<file path="config.mk">
export PLATFORM = sky130hd
export DESIGN_NAME = crc16_request_framer
export DESIGN_NICKNAME = d
export VERILOG_FILES = /design/src/crf_pkg.sv /design/src/crf_front.sv /design/src/crf_serial.sv /design/src/crc16_request_framer.sv
export SDC_FILE = /design/constraint.sdc
export NUM_CORES = 1
export LEC_CHECK = 0
export ABC_AREA = 1
export BUFFER_PORTS_ARGS = -buffer_cell sky130_fd_sc_hd__buf_2
export CAP_MARGIN = 25
export CORE_MARGIN = 2
export CORE_UTILIZATION = 41
export CTS_CLUSTER_DIAMETER = 40
export CTS_CLUSTER_SIZE = 16
export DETAILED_ROUTE_END_ITERATION = 16
export HOLD_SLACK_MARGIN = 0.05
export PLACE_DENSITY = 0.58
export SLEW_MARGIN = 40
export SYNTH_ARGS = -nofsm -noshare
export SYNTH_HDL_FRONTEND = slang
export SYNTH_HIERARCHICAL = 1
export SYNTH_SLANG_ARGS = --single-unit
export TNS_END_PERCENT = 50
</file>
<file path="constraint.sdc">
create_clock -name clk -period 5.2 [get_ports clk]
set_input_delay 1.04 -clock clk [delete_from_list [all_inputs] [get_ports clk]]
set_output_delay 1.04 -clock clk [all_outputs]
set_load 0.05 [all_outputs]
</file>
<file path="src/crf_pkg.sv">
`timescale 1ns / 1ps
// crf_pkg: shared types, step codes and the crc-16 table for the request framer
// no dependencies

package crf_pkg;

  localparam logic [15:0] CRC_POLY = 16'h1021;

  // emit steps of one request
  localparam logic [2:0] PH_CMD  = 3'd0;
  localparam logic [2:0] PH_ADDR = 3'd1;
  localparam logic [2:0] PH_LEN  = 3'd2;
  localparam logic [2:0] PH_DATA = 3'd3;
  localparam logic [2:0] PH_CRCH = 3'd4;
  localparam logic [2:0] PH_CRCL = 3'd5;

  typedef struct packed {
    logic [7:0] cmd;
    logic [7:0] addr;
    logic [7:0] len_byte;
    logic [7:0] data;
    logic       first;
    logic       last;
  } item_t;

  // table entry: index in the top byte, shifted through the polynomial
  function automatic logic [15:0] crc_table(input logic [7:0] idx);
    logic [15:0] v;
    v = {idx, 8'h00};
    for (int b = 0; b < 8; b++) begin
      if (v[15]) begin
        v = {v[14:0], 1'b0} ^ CRC_POLY;
      end else begin
        v = {v[14:0], 1'b0};
      end
    end
    return v;
  endfunction

  function automatic logic [15:0] crc_fold(input logic [15:0] crc, input logic [7:0] b);
    return crc_table(crc[15:8]) ^ {crc[7:0], 8'h00} ^ {8'h00, b};
  endfunction

endpackage

</file>
<file path="src/crf_front.sv">
`timescale 1ns / 1ps
// crf_front: input register and frame position counter
// depends on crf_pkg

module crf_front #(
  parameter int MAX_PAYLOAD = 256
) (
  input  logic               clk,
  input  logic               rst,
  input  logic               in_valid,
  output logic               in_stall,
  input  logic [7:0]         command_code,
  input  logic [7:0]         device_addr,
  input  logic [8:0]         payload_len,
  input  logic [7:0]         data_byte,
  output logic               item_valid,
  output crf_pkg::item_t     item,
  input  logic               item_take
);
  import crf_pkg::*;

  localparam logic [8:0] MaxLen = 9'(MAX_PAYLOAD);

  logic [8:0] byte_index;
  logic [8:0] len_eff;
  logic [8:0] len_m1;
  logic [8:0] idx_inc;
  logic       is_last;
  logic       accept;

  assign in_stall = item_valid && !item_take;
  assign accept   = in_valid && !in_stall;

  always_comb begin
    if (payload_len == 9'd0) begin
      len_eff = 9'd1;
    end else if (payload_len > MaxLen) begin
      len_eff = MaxLen;
    end else begin
      len_eff = payload_len;
    end
    len_m1  = len_eff - 9'd1;
    idx_inc = byte_index + 9'd1;
    is_last = idx_inc >= len_eff;
  end

  always_ff @(posedge clk) begin
    if (rst) begin
      item_valid <= 1'b0;
      byte_index <= '0;
    end else if (accept) begin
      item_valid <= 1'b1;
      byte_index <= is_last ? 9'd0 : idx_inc;
    end else if (item_take) begin
      item_valid <= 1'b0;
    end
  end

  always_ff @(posedge clk) begin
    if (accept) begin
      item.cmd      <= command_code;
      item.addr     <= device_addr;
      item.len_byte <= len_m1[7:0];
      item.data     <= data_byte;
      item.first    <= (byte_index == 9'd0);
      item.last     <= is_last;
    end
  end

endmodule

</file>
<file path="src/crf_serial.sv">
`timescale 1ns / 1ps
// crf_serial: byte sequencer, running crc and output register
// depends on crf_pkg

module crf_serial (
  input  logic               clk,
  input  logic               rst,
  input  logic               item_valid,
  input  crf_pkg::item_t     item,
  output logic               item_take,
  output logic               out_valid,
  input  logic               out_stall,
  output logic [7:0]         out_byte,
  output logic               frame_end
);
  import crf_pkg::*;

  logic [15:0] crc_acc;
  logic [15:0] crc_next;
  logic [2:0]  ph;
  logic [2:0]  ph_next;
  logic [2:0]  cur_ph;
  logic        mid;
  logic        load_ok;
  logic        fire;
  logic        done;
  logic        end_bit;
  logic [7:0]  emit;

  assign load_ok   = !out_valid || !out_stall;
  assign fire      = load_ok && item_valid;
  assign item_take = fire && done;

  always_comb begin
    cur_ph   = mid ? ph : (item.first ? PH_CMD : PH_DATA);
    emit     = item.data;
    ph_next  = cur_ph;
    done     = 1'b0;
    end_bit  = 1'b0;
    crc_next = crc_acc;
    unique case (cur_ph)
      PH_CMD: begin
        emit     = item.cmd;
        ph_next  = PH_ADDR;
        crc_next = crc_fold(crc_acc, emit);
      end
      PH_ADDR: begin
        emit     = item.addr;
        ph_next  = PH_LEN;
        crc_next = crc_fold(crc_acc, emit);
      end
      PH_LEN: begin
        emit     = item.len_byte;
        ph_next  = PH_DATA;
        crc_next = crc_fold(crc_acc, emit);
      end
      PH_DATA: begin
        emit     = item.data;
        ph_next  = PH_CRCH;
        done     = !item.last;
        crc_next = crc_fold(crc_acc, emit);
      end
      PH_CRCH: begin
        emit    = crc_acc[15:8];
        ph_next = PH_CRCL;
      end
      PH_CRCL: begin
        emit     = crc_acc[7:0];
        done     = 1'b1;
        end_bit  = 1'b1;
        crc_next = 16'h0000;
      end
      default: begin
        done = 1'b1;
      end
    endcase
  end

  always_ff @(posedge clk) begin
    if (rst) begin
      mid       <= 1'b0;
      ph        <= PH_CMD;
      crc_acc   <= '0;
      out_valid <= 1'b0;
    end else begin
      if (load_ok) begin
        out_valid <= item_valid;
      end
      if (fire) begin
        mid     <= !done;
        ph      <= ph_next;
        crc_acc <= crc_next;
      end
    end
  end

  always_ff @(posedge clk) begin
    if (fire) begin
      out_byte  <= emit;
      frame_end <= end_bit;
    end
  end

endmodule

</file>
<file path="src/crc16_request_framer.sv">
`timescale 1ns / 1ps
// crc16_request_framer: top level of the crc-16 request framer
// depends on crf_pkg, crf_front and crf_serial
//
// usage
//   input channel (in_valid / in_stall) takes one payload byte per request,
//   with command_code, device_addr and payload_len alongside
//   the first byte of a frame produces command, address, length-1 and the
//   byte; middle bytes produce one byte; the last byte adds crc high and crc
//   low, the low byte marked by frame_end
//   output channel (out_valid / out_stall) gives one frame byte per cycle
//   an accepted request waits in the input register, then its first byte
//   goes to the single output register, which sets the rate: one byte per
//   cycle while out_stall is low; a middle payload byte is taken each such
//   cycle; a request that yields more than one byte holds the input until
//   its last byte is loaded; reset clears the crc, the frame position and
//   both valid flags; a stall on the output holds the current byte; the
//   input register then fills and the input stalls until bytes drain

module crc16_request_framer #(
  parameter int MAX_PAYLOAD = 256
) (
  input  logic       clk,
  input  logic       rst,
  input  logic       in_valid,
  output logic       in_stall,
  input  logic [7:0] command_code,
  input  logic [7:0] device_addr,
  input  logic [8:0] payload_len,
  input  logic [7:0] data_byte,
  output logic       out_valid,
  input  logic       out_stall,
  output logic [7:0] out_byte,
  output logic       frame_end
);
  import crf_pkg::*;

  item_t item;
  logic  item_valid;
  logic  item_take;

  crf_front #(
    .MAX_PAYLOAD(MAX_PAYLOAD)
  ) u_front (
    .clk         (clk),
    .rst         (rst),
    .in_valid    (in_valid),
    .in_stall    (in_stall),
    .command_code(command_code),
    .device_addr (device_addr),
    .payload_len (payload_len),
    .data_byte   (data_byte),
    .item_valid  (item_valid),
    .item        (item),
    .item_take   (item_take)
  );

  crf_serial u_serial (
    .clk       (clk),
    .rst       (rst),
    .item_valid(item_valid),
    .item      (item),
    .item_take (item_take),
    .out_valid (out_valid),
    .out_stall (out_stall),
    .out_byte  (out_byte),
    .frame_end (frame_end)
  );

endmodule
</file>
After elaboration in Yosys (flattened, before gate mapping)
Index checks and enable logic that the tools add are counted.

cells by class
  $add $sub $neg = 2
  $lt $le $gt $ge = 2
  equal/unequal tests = 5
  muxes and demuxes = 73
  bitwise operators = 37
  reductions and logical operators = 18

operator list
  operator                                             number
  two-way mux 16 bit                                   32
  two-way mux 13 bit                                   29
  NOT 3 bit                                            29
  one-hot mux 16 bit (5 select lines)                  1
  bitwise XOR 16 bit                                   4
  bitwise XOR 16 x 8 -> 16 bit                         4
  one-hot mux 8 bit (5 select lines)                   1
  two-way mux 9 bit                                    3
  zero test 9 bit                                      2
  one-hot mux 3 bit (5 select lines)                   1
  adder 9 x 1 -> 9 bit, second input constant          1
  greater-or-equal comparator 9 bit                    1
  > comparator 9 bit, second input constant            1
  subtractor 8 x 1 -> 8 bit, second input constant     1
  equality test 3 x 2 -> 1 bit, second input constant  2
  equality test 3 bit, second input constant           2
  zero test 1 bit                                      6
  nonzero test 5 bit                                   1
  logical AND 1 bit                                    4
  OR reduction 4 bit                                   1
  equality test 3 x 1 -> 1 bit, second input constant  1
  zero test 3 bit                                      1
  two-way mux 1 bit                                    3
  two-way mux 3 bit                                    1
  other kinds (5)                                      5

word-level totals
  flip-flop bits (word level) = 74
  output and inout port bits = 11
  word-level logic and storage cells = 151

Longest topological paths before layout
  depth after elaboration = 28
  gate-level depth with buffers = 14
  mapped depth without buffers = 14

By module
Netlist, hierarchy kept.

by module, submodules not included
  module      instances  cells each  area an instance (um^2)  sequential area each (um^2)
  crf_front   1          202         2064.5                   1221.2
  crf_serial  1          295         1959.4                   690.7

Worst setup path after synthesis
No wires, ideal clock.

  path type = input to output
  start = in out_stall
  end = out in_stall
  arrival = 2.122 ns
  data required time = 4.160 ns
  slack = 2.038 ns
  stages on the path = 8
  path buffers = 0
  path through = nand2_1 -> nand2_1 -> inv_1 -> nand2_1 -> nor3_1 -> inv_1 -> nand2_1 -> inv_1

between the ends
  word-level cells in the longest chain between the ends = 6

ends and longest elaborated chain
  element            line                        source
  start, declared    crc16_request_framer.sv:32  input logic out_stall,
  zero test 1 bit    crf_serial.sv:30            assign load_ok = !out_valid || !out_stall;
  logical OR 1 bit   crf_serial.sv:30
  logical AND 1 bit  crf_serial.sv:31            assign fire = load_ok && item_valid;
  via u_serial.fire  crf_serial.sv:25            logic fire;
  logical AND 1 bit  crf_serial.sv:32            assign item_take = fire && done;
  via item_take      crc16_request_framer.sv:40  logic item_take;
  zero test 1 bit    crf_front.sv:31             assign in_stall = item_valid && !item_take;
  logical AND 1 bit  crf_front.sv:31
  end, declared      crc16_request_framer.sv:26  output logic in_stall,

The timed path passes the listed nets, and every way through them passes these cells.

Final worst setup path
Ends and elaborated chain as after synthesis.

==> impl_metrics.py <==
metrics = {
    "run_status": {
        "outcome": "finished clean",
    },
    "global_route": {
        "grt_util_all_layers": 0.1948,
        "number_of_global_route_vias_before_repair": 3346,
        "antenna_found_initial": 0,
        "grt-ovfl-total": 0,
        "grt_start_max_net_pins": 38,
        "wire_length_of_the_first_global_routing_pass_um": 15750,
    },
    "timing": {
        "setup_tns_ps": 0,
        "final.period_utilization": 0.6983,
        "timing.final.setup_violations": 0,
        "min_period_ps": 3631,
        "setup_slack_ps": 1569,
        "finalMaxSlewViolations": 0,
        "final-hold-violation-count": 0,
        "highest_clock_rate_ghz": 0.2754,
        "unrepaired_setup_endpoints_after_global_routing": "no",
        "tightest_slew_ps": 764.6,
        "slew_headroom": 0.4897,
        "timing.clock.skew_ps": 10.31,
    },
    "run": {
        "cap_violations": 0,
    },
    "critical_path": {
        "critical_path.top_delay_family": "buffers and inverters",
        "timing.reg2reg.setup_slack_ps": 2600,
        "worstPathRequired_ps": 4160,
        "crit_chain": "buf_2, nand2_1, nand2_1, inv_1, nand2_1, nor3_1, inv_1, nand2_1, inv_1, buf_2",
        "timing.reg2reg.worst_path_depth": 11,
        "critPathLaunchType": "primary input",
        "arrival_time_reported_for_the_critical_path_endpoint_ps": 2590,
        "worst_path_most_repeated_cell": "nand2_1",
        "critical-path-max-stage-delay_ps": 470,
        "slowest_stage": "inv_1",
        "critical_path_peak_fanout": 12,
        "timing_worst_setup_path_type": "in2out",
        "critPathLaunch": "out_stall",
        "crit-reg2reg-launch": "u_serial/mid",
        "timing.rr.end": "u_front/byte_index[2]",
        "cp_num_buf_inv": 5,
        "critical_path.endpoint_type": "output port",
    },
    "clock_network": {
        "clk_transition_reported_paths_ps": 80,
        "clock_sink_total": 74,
        "clockRootBuffer": "clkbuf_8",
        "tritoncts.num_buffers": 9,
        "h_tree_depth": 3,
        "clock_latency_ps": 350,
        "cts_resized": 0,
        "bufs_on_longest_clock_path": 2,
        "hold_fix_buffer_count_after_cts": 0,
        "post_cts.repair.setup_buffers": 0,
        "cts_tree": "built",
    },
    "power_and_ir_drop": {
        "power-per-cell-area_nw_per_um2": 318.5,
        "maximum_resistive_drop_on_vdd_uv": 107.0,
        "leakage_nw": 1.979,
        "fin_total_pwr_mw": 1.458,
    },
    "logic_synthesis": {
        "asyncSetResetFlopFracSynth": 0,
        "post-synth-top-area-fraction": 0.3209,
        "synth_most_common_cell": "nand2_1",
        "yosys.area.top_type": "edfxtp_1",
        "ys_seq_elements": 74,
        "synth_enable_flop_cells": 43,
        "mappedNetlistNets": 546,
        "syn-mean-instance-area_um2": 8.096,
        "synthDistinctLibCells": 35,
        "post_synth_most_frequent_cells": "nand2_1, inv_1, nand3_1, edfxtp_1, a21oi_1",
        "synth_flop_cell": "edfxtp_1",
        "yosys_warnings": 6,
        "synth_area_leaders": "edfxtp_1, dfxtp_1, nand2_1, nand3_1, inv_1",
        "synth.cell_area_um2": 4024,
        "syn-instance-count": 497,
        "seq_area_frac_synth": 0.4751,
    },
    "drt": {
        "routed-via-count": 3459,
        "ant_nets": 0,
        "drtPass1Iterations": 5,
        "drt-total-wl_um": 9606,
        "post_drt_via_cell_ratio": 5.064,
        "drt-initial-drc-count": 137,
        "wire_per_inst_um": 14.06,
        "drc_errors": 0,
    },
    "finish": {
        "area_growth_syn_to_layout_pct": 13.77,
        "fillCellCount": 1038,
        "final_layout_size_suffix_gt1_frac": 0.1691,
        "nets": 594,
        "final_core_util": 0.4749,
        "num_antenna_cells": 0,
    },
    "floorplan": {
        "io-pin-count": 48,
        "num_rows": 36,
        "coreArea_um2": 9639,
        "fp.dieW_um": 103.1,
        "fp.dieArea_um2": 10620,
        "floorplan.initialDensity": 0.4174,
        "die_height_um": 103.1,
    },
    "min_path": {
        "worstHoldPathCells": 2,
        "hold_path.class": "reg2reg",
        "min_from": "u_serial/out_valid",
        "timing.hold.worst_endpoint": "u_serial/out_valid",
    },
    "placement": {
        "gp_routability_congestion": 0.8489,
        "pre_cts_ws_ps": 1593,
        "dp_hpwl_um": 6928,
        "place.port_buffers": 47,
    },
}
[placed cells by master, fill, tap and decap left out, types with 2 or more instances in the layout]
master	n
a211oi_1	2
a21oi_1	41
buf_2	47
bufinv_16	2
clkbuf_8	9
clkinv_1	3
clkinvlp_4	2
dfxtp_1	31
edfxtp_1	43
ha_1	12
inv_1	55
inv_2	10
nand2_1	127
nand2_2	4
nand3_1	55
nand4_1	29
nor2_1	26
nor2_2	4
nor2_4	3
nor3_1	3
o21a_1	2
o21ai_0	12
or2_2	4
xnor2_1	3
xor2_1	8
[metrics by stage]
stage | hold slack (ps) | instance area, um2 | cells
finish | 482.0 | 4578 | 683
global route | 508.4 | 4578 | 683
CTS | 489.4 | 4578 | 683
detailed placement | 478.3 | 4362 | 667
global placement | 470.6 | 4362 | 667
floorplan | 453.2 | 4024 | 497
[where the power goes]
group          switching (mW)  internal (mW)  total [mW]
Clock                   0.221          0.269       0.491
Sequential             0.0263          0.672       0.698
Combinational           0.183         0.0860       0.269
Total                   0.431           1.03        1.46
[registers in the layout, indices dropped and copies added, names as in the netlist, 3 cells and up]
signal	flops
u_front/item	34
u_serial/crc_acc	16
u_front/byte_index	9
u_serial/out_byte	8
u_serial/ph	3
[worst min-delay path, stage by stage, from the launching register on]
cell	delay [ps]
dfxtp_1	310
nand2_1	70
a21oi_1	60
[layer usage]
| layer | global-route usage | share of wire | up-vias |
|---|---|---|---|
| met1 | 0.2429 | 0.45 | 1594 |
| met2 | 0.3327 | 0.49 | 88 |
| met3 | 0.03390 | 0.045 | 13 |
| met5 | 0 | 0 | - |
| met4 | 0.08300 | 0.016 | 0 |
| li1 | - | - | 1764 |
[cell type report]
cell class / count / area [um2] / area share
Clock buffer: 9 / 123.9 / 0.02706
Tap cell: 133 / 166.4 / 0.03635
Inverter: 67 / 251.5 / 0.05493
Timing Repair Buffer: 48 / 242.7 / 0.05302
Sequential cell: 74 / 1912 / 0.4176
Multi-Input combinational cell: 345 / 1789 / 0.3908
Clock inverter: 7 / 92.59 / 0.02022
[worst max-delay path by stage]
| stage | end | slack (ps) | cells past startpoint |
|---|---|---|---|
| after floorplan | in_stall | 2040 | 8 |
| after global placement | in_stall | 1630 | 10 |
| after detailed placement | in_stall | 1590 | 10 |
| after CTS | in_stall | 1590 | 10 |
| after global routing | in_stall | 1450 | 10 |
| final | in_stall | 1570 | 10 |
[cells by family after synthesis]
logic type,after synthesis,synth area share
and+or+nand+nor,262,0.3029
buffers and inverters,78,0.08209
DFF,74,0.4751
AOI/OAI and AO/OA,60,0.07867
adders and majority gates,12,0.03731
xor gates and xnor gates,11,0.02394
Note: power is estimated with default switching activity, not from simulation.
